--- config.mk ---
export PLATFORM = sky130hd
export DESIGN_NAME = format_string_char_formatter_top
export DESIGN_NICKNAME = d
export VERILOG_FILES = /design/src/cfmt_pkg.sv /design/src/cfmt_div10.sv /design/src/cfmt_outbuf.sv /design/src/cfmt_seq.sv /design/src/format_string_char_formatter_top.sv
export VERILOG_INCLUDE_DIRS = /design/src /design/src/src
export SDC_FILE = /design/constraint.sdc
export NUM_CORES = 1
export LEC_CHECK = 0
export BUFFER_PORTS_ARGS = -buffer_cell sky130_fd_sc_hd__buf_4
export CAP_MARGIN = 30
export CORE_MARGIN = 2
export CORE_UTILIZATION = 65
export DETAILED_ROUTE_END_ITERATION = 12
export GPL_TIMING_DRIVEN = 0
export PLACE_DENSITY = 0.83
export SKIP_LAST_GASP = 1
export SLEW_MARGIN = 15
export SYNTH_ARGS = -nofsm -noshare
export SYNTH_HDL_FRONTEND = slang
export SYNTH_HIERARCHICAL = 1
export SYNTH_SLANG_ARGS = --single-unit
--- constraint.sdc ---
create_clock -name clk -period 10.6 [get_ports clk]
set_clock_uncertainty 0.2 [all_clocks]
set_input_delay 1.59 -clock clk [delete_from_list [all_inputs] [get_ports clk]]
set_output_delay 1.59 -clock clk [all_outputs]
set_load 0.005 [all_outputs]
--- src/format_string_char_formatter_top_defines.svh ---
// Assertion macros for the format character formatter RTL, used by cfmt_seq.
// Needs clk and rst_n in the scope where a macro is used.
`ifndef FORMAT_STRING_CHAR_FORMATTER_TOP_DEFINES_SVH
`define FORMAT_STRING_CHAR_FORMATTER_TOP_DEFINES_SVH

// same-cycle implication, disabled in reset
`define CFMT_ASSERT_IMP(name, ante, cons, msg) \
    name: assert property (@(posedge clk) disable iff (!rst_n) (ante) |-> (cons)) \
        else $error(msg);

// next-cycle implication, disabled in reset
`define CFMT_ASSERT_NXT(name, ante, cons, msg) \
    name: assert property (@(posedge clk) disable iff (!rst_n) (ante) |=> (cons)) \
        else $error(msg);

`endif

--- src/cfmt_pkg.sv ---
// Shared types and constants for the format character formatter.
// No dependencies; used by all cfmt modules and the top level.
`default_nettype none

package cfmt_pkg;

    localparam int ARG_BITS    = 32;
    localparam int COUNT_BITS  = 16;
    localparam int CHAR_BITS   = 8;
    localparam int DIGIT_BITS  = 4;

    // decimal digits of the largest ARG_BITS magnitude (log10(2) ~ 1233/4096)
    localparam int DIGIT_DEPTH   = (ARG_BITS * 1233) / 4096 + 1;
    localparam int DIG_IDX_BITS  = $clog2(DIGIT_DEPTH);
    localparam int DIG_CNT_BITS  = $clog2(DIGIT_DEPTH + 1);
    localparam int BIT_IDX_BITS  = $clog2(ARG_BITS);

    // divide by ten as multiply by rounded-up reciprocal
    localparam int DIV_SHIFT = ARG_BITS + 3;
    localparam logic [63:0] RECIP_FULL = ((64'd1 << DIV_SHIFT) / 64'd10) + 64'd1;
    localparam logic [ARG_BITS-1:0] RECIP = RECIP_FULL[ARG_BITS-1:0];

    localparam logic [CHAR_BITS-1:0] CH_PERCENT = 8'h25;
    localparam logic [CHAR_BITS-1:0] CH_ZERO    = 8'h30;
    localparam logic [CHAR_BITS-1:0] CH_MINUS   = 8'h2D;
    localparam logic [CHAR_BITS-1:0] CH_SPEC_C  = 8'h63;
    localparam logic [CHAR_BITS-1:0] CH_SPEC_D  = 8'h64;
    localparam logic [CHAR_BITS-1:0] CH_SPEC_B  = 8'h62;

    typedef struct packed {
        logic [CHAR_BITS-1:0]       fmt_char;
        logic signed [31:0]         arg_value;
        logic                       fmt_end;
    } fmt_in_t;

    typedef struct packed {
        logic [CHAR_BITS-1:0]       out_char;
        logic                       char_valid;
        logic                       format_error;
        logic [COUNT_BITS-1:0]      total_count;
        logic                       last_of_run;
    } fmt_out_t;

    typedef struct packed {
        logic [ARG_BITS-1:0]        quot;
        logic [DIGIT_BITS-1:0]      rem;
    } div_res_t;

    typedef enum logic [2:0] {
        ST_IDLE,
        ST_SINGLE,
        ST_DIV_MUL,
        ST_DIV_SUB,
        ST_SIGN,
        ST_DIGIT,
        ST_BIN
    } cfmt_state_t;

endpackage

`default_nettype wire

--- src/cfmt_div10.sv ---
// Divide-by-ten unit: registered reciprocal product, with quotient and
// remainder valid in the cycle after a load. Depends on cfmt_pkg.
`default_nettype none

module cfmt_div10 (
    input  wire logic                           clk,
    input  wire logic                           load,
    input  wire logic [cfmt_pkg::ARG_BITS-1:0]  dividend,
    output cfmt_pkg::div_res_t                  div_res
);

    logic [cfmt_pkg::ARG_BITS-1:0]      dvd_reg;
    logic [2*cfmt_pkg::ARG_BITS-1:0]    prod_reg;
    logic [cfmt_pkg::ARG_BITS-1:0]      quot;
    logic [cfmt_pkg::ARG_BITS-1:0]      quot_x10;

    always_ff @(posedge clk)
    begin
        if (load)
        begin
            dvd_reg  <= dividend;
            prod_reg <= (2*cfmt_pkg::ARG_BITS)'(dividend)
                        * (2*cfmt_pkg::ARG_BITS)'(cfmt_pkg::RECIP);
        end
    end

    always_comb
    begin
        quot     = cfmt_pkg::ARG_BITS'(prod_reg >> cfmt_pkg::DIV_SHIFT);
        quot_x10 = (quot << 3) + (quot << 1);
        div_res.quot = quot;
        div_res.rem  = cfmt_pkg::DIGIT_BITS'(dvd_reg - quot_x10);
    end

endmodule

`default_nettype wire

--- src/cfmt_outbuf.sv ---
// Output register stage between the sequencer and the result channel.
// Depends on cfmt_pkg.
`default_nettype none

module cfmt_outbuf (
    input  wire logic           clk,
    input  wire logic           rst_n,
    input  wire logic           res_valid,
    output logic                res_ready,
    input  cfmt_pkg::fmt_out_t  res,
    output logic                out_valid,
    input  wire logic           out_ready,
    output cfmt_pkg::fmt_out_t  out_data
);

    logic               out_valid_reg;
    cfmt_pkg::fmt_out_t out_reg;

    assign res_ready = !out_valid_reg || out_ready;
    assign out_valid = out_valid_reg;
    assign out_data  = out_reg;

    always_ff @(posedge clk or negedge rst_n)
    begin
        if (!rst_n)
        begin
            out_valid_reg <= 1'b0;
        end
        else if (res_ready)
        begin
            out_valid_reg <= res_valid;
        end
    end

    always_ff @(posedge clk)
    begin
        if (res_valid && res_ready)
        begin
            out_reg <= res;
        end
    end

endmodule

`default_nettype wire

--- src/cfmt_seq.sv ---
// Sequencer: decodes format characters, drives the divide unit for %d, scans bits
// for %b; at most one result per cycle, held while stalled. Depends on cfmt_pkg.
`default_nettype none

`include "format_string_char_formatter_top_defines.svh"

module cfmt_seq (
    input  wire logic                           clk,
    input  wire logic                           rst_n,
    input  wire logic                           in_valid,
    output logic                                in_ready,
    input  cfmt_pkg::fmt_in_t                   in_data,
    output logic                                div_load,
    output logic [cfmt_pkg::ARG_BITS-1:0]       div_dividend,
    input  cfmt_pkg::div_res_t                  div_res,
    output logic                                res_valid,
    input  wire logic                           res_ready,
    output cfmt_pkg::fmt_out_t                  res
);

    localparam int A = cfmt_pkg::ARG_BITS;

    cfmt_pkg::cfmt_state_t state_reg, state_next;

    logic                                   pending_reg, pending_next;
    logic                                   discard_reg, discard_next;
    logic [cfmt_pkg::COUNT_BITS-1:0]        count_reg, count_next;
    logic [cfmt_pkg::DIG_CNT_BITS-1:0]      dig_cnt_reg, dig_cnt_next;
    logic [cfmt_pkg::BIT_IDX_BITS-1:0]      bit_idx_reg, bit_idx_next;
    logic                                   seen_reg, seen_next;

    logic [cfmt_pkg::CHAR_BITS-1:0]         ch_reg, ch_next;
    logic                                   sgl_err_reg, sgl_err_next;
    logic                                   last_reg, last_next;
    logic                                   neg_reg, neg_next;
    logic [A-1:0]                           work_reg, work_next;
    logic [cfmt_pkg::DIGIT_BITS-1:0]        dig_stack [cfmt_pkg::DIGIT_DEPTH];

    logic                                   in_fire;
    logic                                   is_pct, is_c, is_d, is_b, spec_bad;
    logic [A-1:0]                           arg_ext, arg_mag;
    logic                                   arg_neg;
    logic                                   res_go;
    logic                                   div_done;
    logic                                   bin_bit, bin_emit, bin_step;
    logic                                   finish;
    logic [cfmt_pkg::COUNT_BITS-1:0]        count_inc;
    logic [cfmt_pkg::DIG_IDX_BITS-1:0]      rd_idx;
    logic [cfmt_pkg::DIGIT_BITS-1:0]        rd_digit;

    assign in_ready = (state_reg == cfmt_pkg::ST_IDLE);
    assign in_fire  = in_valid && in_ready;
    assign res_go   = res_valid && res_ready;

    always_comb
    begin
        is_pct   = (in_data.fmt_char == cfmt_pkg::CH_PERCENT);
        is_c     = (in_data.fmt_char == cfmt_pkg::CH_SPEC_C);
        is_d     = (in_data.fmt_char == cfmt_pkg::CH_SPEC_D);
        is_b     = (in_data.fmt_char == cfmt_pkg::CH_SPEC_B);
        spec_bad = !(is_pct || is_c || is_d || is_b);
        arg_ext  = A'(in_data.arg_value);
        arg_neg  = arg_ext[A-1];
        arg_mag  = arg_neg ? (~arg_ext + 1'b1) : arg_ext;
    end

    always_comb
    begin
        div_done  = (div_res.quot == '0)
                    || (dig_cnt_reg == cfmt_pkg::DIG_CNT_BITS'(cfmt_pkg::DIGIT_DEPTH - 1));
        bin_bit   = work_reg[A-1];
        bin_emit  = seen_reg || bin_bit || (bit_idx_reg == '0);
        bin_step  = (state_reg == cfmt_pkg::ST_BIN) && (!bin_emit || res_go);
        count_inc = (count_reg == '1) ? count_reg : count_reg + 1'b1;
        rd_idx    = cfmt_pkg::DIG_IDX_BITS'(dig_cnt_reg - 1'b1);
        rd_digit  = dig_stack[rd_idx];
        finish    = ((state_reg == cfmt_pkg::ST_SINGLE) && res_go)
                    || ((state_reg == cfmt_pkg::ST_DIGIT) && res_go && (dig_cnt_reg == 1))
                    || (bin_step && (bit_idx_reg == '0));
    end

    // next state
    always_comb
    begin
        state_next = state_reg;
        unique case (state_reg)
            cfmt_pkg::ST_IDLE:
            begin
                if (in_fire && !discard_reg)
                begin
                    if (pending_reg)
                    begin
                        if (is_d)
                        begin
                            state_next = cfmt_pkg::ST_DIV_MUL;
                        end
                        else if (is_b)
                        begin
                            state_next = cfmt_pkg::ST_BIN;
                        end
                        else
                        begin
                            state_next = cfmt_pkg::ST_SINGLE;
                        end
                    end
                    else if (!is_pct || in_data.fmt_end)
                    begin
                        state_next = cfmt_pkg::ST_SINGLE;
                    end
                end
            end
            cfmt_pkg::ST_SINGLE:
            begin
                if (res_go)
                begin
                    state_next = cfmt_pkg::ST_IDLE;
                end
            end
            cfmt_pkg::ST_DIV_MUL:
            begin
                state_next = cfmt_pkg::ST_DIV_SUB;
            end
            cfmt_pkg::ST_DIV_SUB:
            begin
                if (div_done)
                begin
                    state_next = neg_reg ? cfmt_pkg::ST_SIGN : cfmt_pkg::ST_DIGIT;
                end
            end
            cfmt_pkg::ST_SIGN:
            begin
                if (res_go)
                begin
                    state_next = cfmt_pkg::ST_DIGIT;
                end
            end
            cfmt_pkg::ST_DIGIT:
            begin
                if (res_go && (dig_cnt_reg == 1))
                begin
                    state_next = cfmt_pkg::ST_IDLE;
                end
            end
            cfmt_pkg::ST_BIN:
            begin
                if (bin_step && (bit_idx_reg == '0))
                begin
                    state_next = cfmt_pkg::ST_IDLE;
                end
            end
            default:
            begin
                state_next = cfmt_pkg::ST_IDLE;
            end
        endcase
    end

    // outputs and datapath
    always_comb
    begin
        pending_next = pending_reg;
        discard_next = discard_reg;
        count_next   = count_reg;
        dig_cnt_next = dig_cnt_reg;
        bit_idx_next = bit_idx_reg;
        seen_next    = seen_reg;
        ch_next      = ch_reg;
        sgl_err_next = sgl_err_reg;
        last_next    = last_reg;
        neg_next     = neg_reg;
        work_next    = work_reg;

        div_load     = 1'b0;
        div_dividend = work_reg;

        res_valid         = 1'b0;
        res.out_char      = '0;
        res.char_valid    = 1'b1;
        res.format_error  = 1'b0;
        res.total_count   = count_inc;
        res.last_of_run   = 1'b0;

        unique case (state_reg)
            cfmt_pkg::ST_IDLE:
            begin
                if (in_fire)
                begin
                    last_next    = in_data.fmt_end;
                    neg_next     = arg_neg;
                    seen_next    = 1'b0;
                    dig_cnt_next = '0;
                    bit_idx_next = cfmt_pkg::BIT_IDX_BITS'(A - 1);
                    work_next    = (pending_reg && is_d) ? arg_mag : arg_ext;
                    if (pending_reg && is_c)
                    begin
                        ch_next = arg_ext[cfmt_pkg::CHAR_BITS-1:0];
                    end
                    else
                    begin
                        ch_next = in_data.fmt_char;
                    end
                    sgl_err_next = pending_reg ? spec_bad : is_pct;
                    if (discard_reg)
                    begin
                        if (in_data.fmt_end)
                        begin
                            pending_next = 1'b0;
                            discard_next = 1'b0;
                            count_next   = '0;
                        end
                    end
                    else if (pending_reg)
                    begin
                        pending_next = 1'b0;
                        discard_next = spec_bad;
                    end
                    else if (is_pct && !in_data.fmt_end)
                    begin
                        pending_next = 1'b1;
                    end
                end
            end
            cfmt_pkg::ST_SINGLE:
            begin
                res_valid        = 1'b1;
                res.out_char     = sgl_err_reg ? '0 : ch_reg;
                res.char_valid   = !sgl_err_reg;
                res.format_error = sgl_err_reg;
                res.total_count  = sgl_err_reg ? count_reg : count_inc;
                res.last_of_run  = 1'b1;
            end
            cfmt_pkg::ST_DIV_MUL:
            begin
                div_load = 1'b1;
            end
            cfmt_pkg::ST_DIV_SUB:
            begin
                dig_cnt_next = dig_cnt_reg + 1'b1;
                div_load     = !div_done;
                div_dividend = div_res.quot;
            end
            cfmt_pkg::ST_SIGN:
            begin
                res_valid    = 1'b1;
                res.out_char = cfmt_pkg::CH_MINUS;
            end
            cfmt_pkg::ST_DIGIT:
            begin
                res_valid       = 1'b1;
                res.out_char    = cfmt_pkg::CH_ZERO + cfmt_pkg::CHAR_BITS'(rd_digit);
                res.last_of_run = (dig_cnt_reg == 1);
                if (res_go)
                begin
                    dig_cnt_next = dig_cnt_reg - 1'b1;
                end
            end
            cfmt_pkg::ST_BIN:
            begin
                // leading zeros are skipped; bit 0 always goes out so zero prints "0"
                res_valid       = bin_emit;
                res.out_char    = cfmt_pkg::CH_ZERO + cfmt_pkg::CHAR_BITS'(bin_bit);
                res.last_of_run = (bit_idx_reg == '0);
                if (bin_step)
                begin
                    work_next    = work_reg << 1;
                    bit_idx_next = bit_idx_reg - 1'b1;
                    seen_next    = seen_reg || bin_bit;
                end
            end
            default:
            begin
                res_valid = 1'b0;
            end
        endcase

        if (res_go && res.char_valid)
        begin
            count_next = count_inc;
        end

        if (finish && last_reg)
        begin
            pending_next = 1'b0;
            discard_next = 1'b0;
            count_next   = '0;
        end
    end

    always_ff @(posedge clk or negedge rst_n)
    begin
        if (!rst_n)
        begin
            state_reg   <= cfmt_pkg::ST_IDLE;
            pending_reg <= 1'b0;
            discard_reg <= 1'b0;
            count_reg   <= '0;
            dig_cnt_reg <= '0;
            bit_idx_reg <= '0;
            seen_reg    <= 1'b0;
        end
        else
        begin
            state_reg   <= state_next;
            pending_reg <= pending_next;
            discard_reg <= discard_next;
            count_reg   <= count_next;
            dig_cnt_reg <= dig_cnt_next;
            bit_idx_reg <= bit_idx_next;
            seen_reg    <= seen_next;
        end
    end

    always_ff @(posedge clk)
    begin
        ch_reg      <= ch_next;
        sgl_err_reg <= sgl_err_next;
        last_reg    <= last_next;
        neg_reg     <= neg_next;
        work_reg    <= work_next;
        if (state_reg == cfmt_pkg::ST_DIV_SUB)
        begin
            dig_stack[dig_cnt_reg[cfmt_pkg::DIG_IDX_BITS-1:0]] <= div_res.rem;
        end
    end

    `CFMT_ASSERT_IMP(a_flags_excl, 1'b1, !(pending_reg && discard_reg), "pending and discard both set")
    `CFMT_ASSERT_IMP(a_digit_avail, (state_reg == cfmt_pkg::ST_DIGIT), (dig_cnt_reg != '0), "digit emit with empty stack")
    `CFMT_ASSERT_NXT(a_count_clear, (res_go && res.last_of_run && last_reg), (count_reg == '0), "count not cleared at end of format")
    `CFMT_ASSERT_IMP(a_res_kind, res_valid, !(res.char_valid && res.format_error), "result is both char and error")

endmodule

`default_nettype wire

--- src/format_string_char_formatter_top.sv ---
// Format character formatter: one format character per request in, a run
// of emitted characters out. Ports:
//   in_valid/in_ready/in_data   request: fmt_char, arg_value, fmt_end
//   out_valid/out_ready/out_data result: out_char, char_valid, format_error,
//                                total_count, last_of_run (marks the final
//                                result of a request)
// Each request yields zero or more results; last_of_run flags the last one.
// A plain character, %c, %% or an error passes from the SINGLE state into the
// output register; %b starts once leading zeros are skipped, %d once the
// divide loop has built all digits. in_ready is high only while the
// sequencer is idle, one request at a time. A request that yields nothing
// ('%' or discarded text) leaves the sequencer idle; the %b scan walks all 32
// bit positions, one per cycle while the output takes results, and for %d the
// divide-by-ten unit yields one digit a cycle and the digits then go out one
// a cycle, '-' first, while the output takes them.
// Reset clears the specifier, discard and character-count state and empties
// the output register. When the receiver stalls, the result waits in the
// output register and the sequencer holds its place until it is taken.
// Depends on cfmt_pkg, cfmt_seq, cfmt_div10 and cfmt_outbuf.
`default_nettype none

module format_string_char_formatter_top (
    input  wire logic           clk,
    input  wire logic           rst_n,
    input  wire logic           in_valid,
    output logic                in_ready,
    input  cfmt_pkg::fmt_in_t   in_data,
    output logic                out_valid,
    input  wire logic           out_ready,
    output cfmt_pkg::fmt_out_t  out_data
);

    logic                               div_load;
    logic [cfmt_pkg::ARG_BITS-1:0]      div_dividend;
    cfmt_pkg::div_res_t                 div_res;
    logic                               res_valid;
    logic                               res_ready;
    cfmt_pkg::fmt_out_t                 res;

    cfmt_seq u_seq (
        .clk          (clk),
        .rst_n        (rst_n),
        .in_valid     (in_valid),
        .in_ready     (in_ready),
        .in_data      (in_data),
        .div_load     (div_load),
        .div_dividend (div_dividend),
        .div_res      (div_res),
        .res_valid    (res_valid),
        .res_ready    (res_ready),
        .res          (res)
    );

    cfmt_div10 u_div10 (
        .clk      (clk),
        .load     (div_load),
        .dividend (div_dividend),
        .div_res  (div_res)
    );

    cfmt_outbuf u_outbuf (
        .clk       (clk),
        .rst_n     (rst_n),
        .res_valid (res_valid),
        .res_ready (res_ready),
        .res       (res),
        .out_valid (out_valid),
        .out_ready (out_ready),
        .out_data  (out_data)
    );

endmodule

`default_nettype wire

# Yosys cells after proc, flatten, opt, wreduce, memory -nomap -nowiden
# Memories as Yosys holds them, arrays and structs flattened.
# Index checks and enable logic that the tools add are counted.
# totals
register_bits	170
ram_bits	40
input_bits	45
output_inout_bits	29
elab_cells	166
mem_count	1
# op_classes
add_sub_neg	9
n_mul	1
eq_ne	24
muxes	58
n_bitwise	1
n_reduce_logical	52
# mem_list
memory	words	word_bits	read_ports	rd_ports_with_merged_regs	wr	line_no	rtl
u_seq.dig_stack	10	4	1	0	1	cfmt_seq.sv:37	logic [cfmt_pkg::DIGIT_BITS-1:0] dig_stack [cfmt_pkg::DIGIT_DEPTH];
# ops
operator	n
32-bit two-way mux	5
16-bit two-way mux	8
32-bit by 32-bit multiplier with 64-bit output (second input constant)	1
32-bit one-hot mux with 2 select lines	1
32-bit by 1-bit adder with 32-bit output (second input constant)	1
32-bit zero test	1
32-bit NOT	1
8-bit one-hot mux with 4 select lines	1
3-bit two-way mux	10
8-bit by 7-bit equality test with 1-bit output (second input constant)	3
3-bit one-hot mux with 7 select lines	1
1-bit two-way mux	19
18-bit two-way mux	1
16-bit by 1-bit adder with 16-bit output (second input constant)	1
16-bit equality test (second input constant)	1
8-bit two-way mux	2
3-bit nonzero test	5
1-bit logical AND	14
4-bit one-hot mux with 3 select lines	1
1-bit logical OR	11
5-bit two-way mux	2
2-bit by 1-bit inequality test with 1-bit output (second input constant)	5
5-bit one-hot mux with 2 select lines	1
3-bit equality test (second input constant)	3
other kinds (26)	46

# Depth between registers and ports, before layout
# logic_depth
word_depth	11
depth_mapped	32
ltp_nobuf	29

# Cells and area by module
# Netlist, hierarchy kept.
# modules_own_cells
module	n_inst	cells_each	area_per_inst_um2	seq_area_each_um2
cfmt_div10	1	1779	17998.5	991.0
cfmt_seq	1	758	7129.3	3268.1
cfmt_outbuf	1	31	864.6	835.8

# Worst setup path before layout
# OpenSTA, ideal clock, no wires.
# synth_path
path_kind	register to register
start	reg u_seq.state_reg[2]
end	reg u_div10/prod_reg[62] in the netlist's numbering, data pin
setup_ns	0.258
t_arrival_ns	7.768
required_ns	10.142
path_slack_ns	2.374
path_stages_with_launch	29
n_path_buf	3
cell_sequence	dfrtp_1 -> clkbuf_1 -> buf_1 -> nor2_1 -> clkbuf_1 -> o21ai_0 -> ha_1 -> inv_1 -> ha_1 -> ha_1 -> inv_1 -> fa_1 -> inv_1 -> fa_1 -> fa_1 -> fa_1 -> inv_1 -> fa_1 -> inv_1 -> ha_1 -> and4_4 -> nand3_1 -> or2_1 -> o22ai_1 -> a21oi_2 -> o22ai_4 -> a31oi_2 -> o41a_1 -> xnor2_1
# synth_between
elab_chain_len	3
# synth_lines
item	line_no	rtl
start: declaration	cfmt_seq.sv:23	cfmt_pkg::cfmt_state_t state_reg, state_next;
start signal: assignment	cfmt_seq.sv:293	state_reg <= cfmt_pkg::ST_IDLE;
start signal: assignment	cfmt_seq.sv:303	state_reg <= state_next;
3-bit by 2-bit equality test with 1-bit output	cfmt_seq.sv:183	unique case (state_reg)
32-bit two-way mux	cfmt_seq.sv:183	
net div_dividend (one bit)	format_string_char_formatter_top.sv:34	logic [cfmt_pkg::ARG_BITS-1:0] div_dividend;
32-bit by 32-bit multiplier with 64-bit output	cfmt_div10.sv:23	* (2*cfmt_pkg::ARG_BITS)'(cfmt_pkg::RECIP);
end signal: assignment	cfmt_div10.sv:22	prod_reg <= (2*cfmt_pkg::ARG_BITS)'(dividend)
end: declaration	cfmt_div10.sv:13	logic [2*cfmt_pkg::ARG_BITS-1:0] prod_reg;
# The timed path passes the listed nets, and every way through them passes these cells.
# A chain may end at the register's enable or synchronous reset.

# Worst setup path after layout
# layout_path
start	reg u_seq.state_reg[2]
end	reg u_div10/prod_reg[61] in the netlist's numbering, data pin
# The elaborated chain is that of the path after synthesis.

==> out/qor.yml <==
viasPerCell: 5.92
grt_max_degree: 33
vias: 19000
gp_congestion: 0.987
dp_cells: 3170
clk_pin_slew_ps: 70
synth_top_area_cell: "fa_1"
grt_pass1_wl_um: 109000
cts_root_buf: "clkbuf_16"
core.rowCount: 73
drive_gt1_frac: 0.0653
cts_inserted_buffers: 17
drtIter0Drc: 1546
ant_nets: 0
place_area_mm2: 0.0273
die_y_um: 204
ys_types: 96
ys.flop_type: "edfxtp_1"
numPortBuffers: 73
cts_tree: "done"
grt_antenna_before_repair: 0
postSynthCellCount: 2568
final_area_mm2: 0.0279
cts-htree-levels: 4
dr.pass1.iters: 5
crit_required_ps: 10590
synth.area.top_cells: "fa_1, ha_1, edfxtp_1"
syn_area_mm2: 0.0260
async_flop_share: 0.183
critPathSlowestCell: "fa_1"
fin_nets: 3455
grt-ovfl-total: 0
setup_violations: 0
cp-start-kind: "flop"
hold_buffers: 0
stdcell_count: 3203
clock_path_buffers: 2
dieArea_mm2: 0.0416
maxSlewViolCount: 0
ios: 74
fin_crit_sh: 0.962
synth_edf_count: 143
dp_hpwl_um: 58700
remaining_drc_errors: 0
core_mm2: 0.0396
critPathKind: "flop to flop"
cts.sinks: 175
synthToLayoutAreaGrowth_pct: 7.17
hold_path_class: "flop to flop"
diodes: 0
multiInputGateArea_mm2: 0.0183
die_x_um: 204
initial_core_util: 0.656
cap_violations: 0
insertion_delay_ps: 440
ys_warn_count: 6
largest_reg_flops: 40
fin_setup_tns_ps: 0
cpPeakStageDelay_ps: 650
tightest_slew_ps: 915
hold_viol: 0
syn_avg_cell_area_um2: 10.1
outcome: "complete, no violations"
slew_headroom: 0.387
wl_um: 68600
seq_area_mm2: 0.00509
first_global_vias: 19700
cpMostUsedCell: "fa_1"
drt-wirelength-per-cell_um: 21.4
dpl_worst_slack_ps: 371
ys_ff_latch: 175
max_freq_ghz: 0.0981
setup_ws_ps: 406
rsz0062_at_grt: "false"
end_kind: "flop"
yosysMostFrequentCell: "inv_1"
finalCriticalPeriod_ps: 10190
synthTopCellsByCount: "inv_1, fa_1, ha_1"
arrival_ps: 10180
grt_util_all_layers: 0.349
fillerInstances: 2956
yosysTopAreaCellShare: 0.297
yosysSeqAreaShare: 0.196
cp_max_fo: 10
-- per-layer routing --
metal / vias up / global-route usage / routed length [µm]
li1: 8555 / - / -
met1: 9496 / 0.474 / 28000
met2: 801 / 0.570 / 32600
met3: 122 / 0.0657 / 5510
met4: 0 / 0.114 / 2440
met5: - / 0 / 0
-- critical path: cells and delay by family (launching register included) --
kind	cells	cell delay, ps
and+or+nand+nor	5	810
xor gates and xnor gates	1	140
buffers and inverters	9	1650
AOI/OAI and AO/OA	7	2080
adders and majority gates	9	4710
DFF	1	320
-- repair_timing --
action                                  CTS  global route
resized for setup                         0             4
buffers inserted                          0             0
endpoints found under the setup margin    0            15
-- final timing paths --
kind | startpoint | end | slack, ps | cells after the start
setup / recovery | u_seq/state_reg[2]$_DFFE_PN0P_ | u_div10/prod_reg[61]$_DFFE_PP_ | 410 | 31
hold / removal | u_seq/bit_idx_reg[0]$_DFFE_PN0P_ | u_seq/bit_idx_reg[0]$_DFFE_PN0P_ | 310 | 1
setup reg to reg | u_seq/state_reg[2]$_DFFE_PN0P_ | u_div10/prod_reg[61]$_DFFE_PP_ | 410 | 31
hold reg to reg | u_seq/bit_idx_reg[0]$_DFFE_PN0P_ | u_seq/bit_idx_reg[0]$_DFFE_PN0P_ | 310 | 1
max in group asynchronous | rst_n | u_seq/count_reg[6]$_DFFE_PN0P_ | 8990 | 1
min in group asynchronous | rst_n | u_seq/count_reg[5]$_DFFE_PN0P_ | 900 | 1
-- layout by cell type (no fill, tap or decap), drive strengths merged, types with 7 or more instances in the layout --
cell type | netlist | final
inv | 622 | 628
fa | 386 | 386
ha | 359 | 359
nand2 | 200 | 200
edfxtp | 143 | 143
buf | 24 | 99
a21oi | 87 | 87
o21ai | 83 | 83
xor2 | 81 | 81
a21o | 57 | 57
nor2 | 54 | 54
clkbuf | 32 | 50
xnor2 | 45 | 45
nand3 | 35 | 35
dfrtp | 32 | 32
a31oi | 30 | 30
nor3 | 23 | 23
nand4 | 21 | 21
and3 | 19 | 19
o31ai | 17 | 17
and2 | 17 | 17
nor4 | 16 | 16
mux2i | 13 | 13
o211ai | 12 | 12
nor2b | 10 | 10
or3 | 10 | 10
nand2b | 9 | 9
o41ai | 8 | 8
clkinv | 1 | 8
or2 | 7 | 7
a211oi | 7 | 7
nor4b | 7 | 7
-- layout make-up --
| class | instances | area share |
|---|---|---|
| Timing Repair Buffer | 76 | 0.0212 |
| Clock inverter | 15 | 0.00535 |
| Sequential cell | 175 | 0.183 |
| Inverter | 623 | 0.0840 |
| Clock buffer | 17 | 0.0153 |
| Tap cell | 525 | 0.0236 |
| Buffer | 56 | 0.00943 |
| Multi-Input combinational cell | 1716 | 0.658 |
-- metrics by stage --
step	hold slack (ps)	utilization
after floorplan	268	-
after global placement	292	0.686
after detailed placement	305	0.688
after CTS	313	0.702
after global routing	329	0.703
final	307	0.703
-- logic make-up after synthesis --
kind of cell,share of synthesized area
xor gates and xnor gates,0.0425
other,0.000144
DFF,0.196
muxes,0.0111
buffers and inverters,0.100
AOI/OAI and AO/OA,0.0911
and+or+nand+nor,0.0890
adders and majority gates,0.470
Power is not shown: default switching activity piles up to over one toggle a cycle in this logic, so the estimate is an artifact.
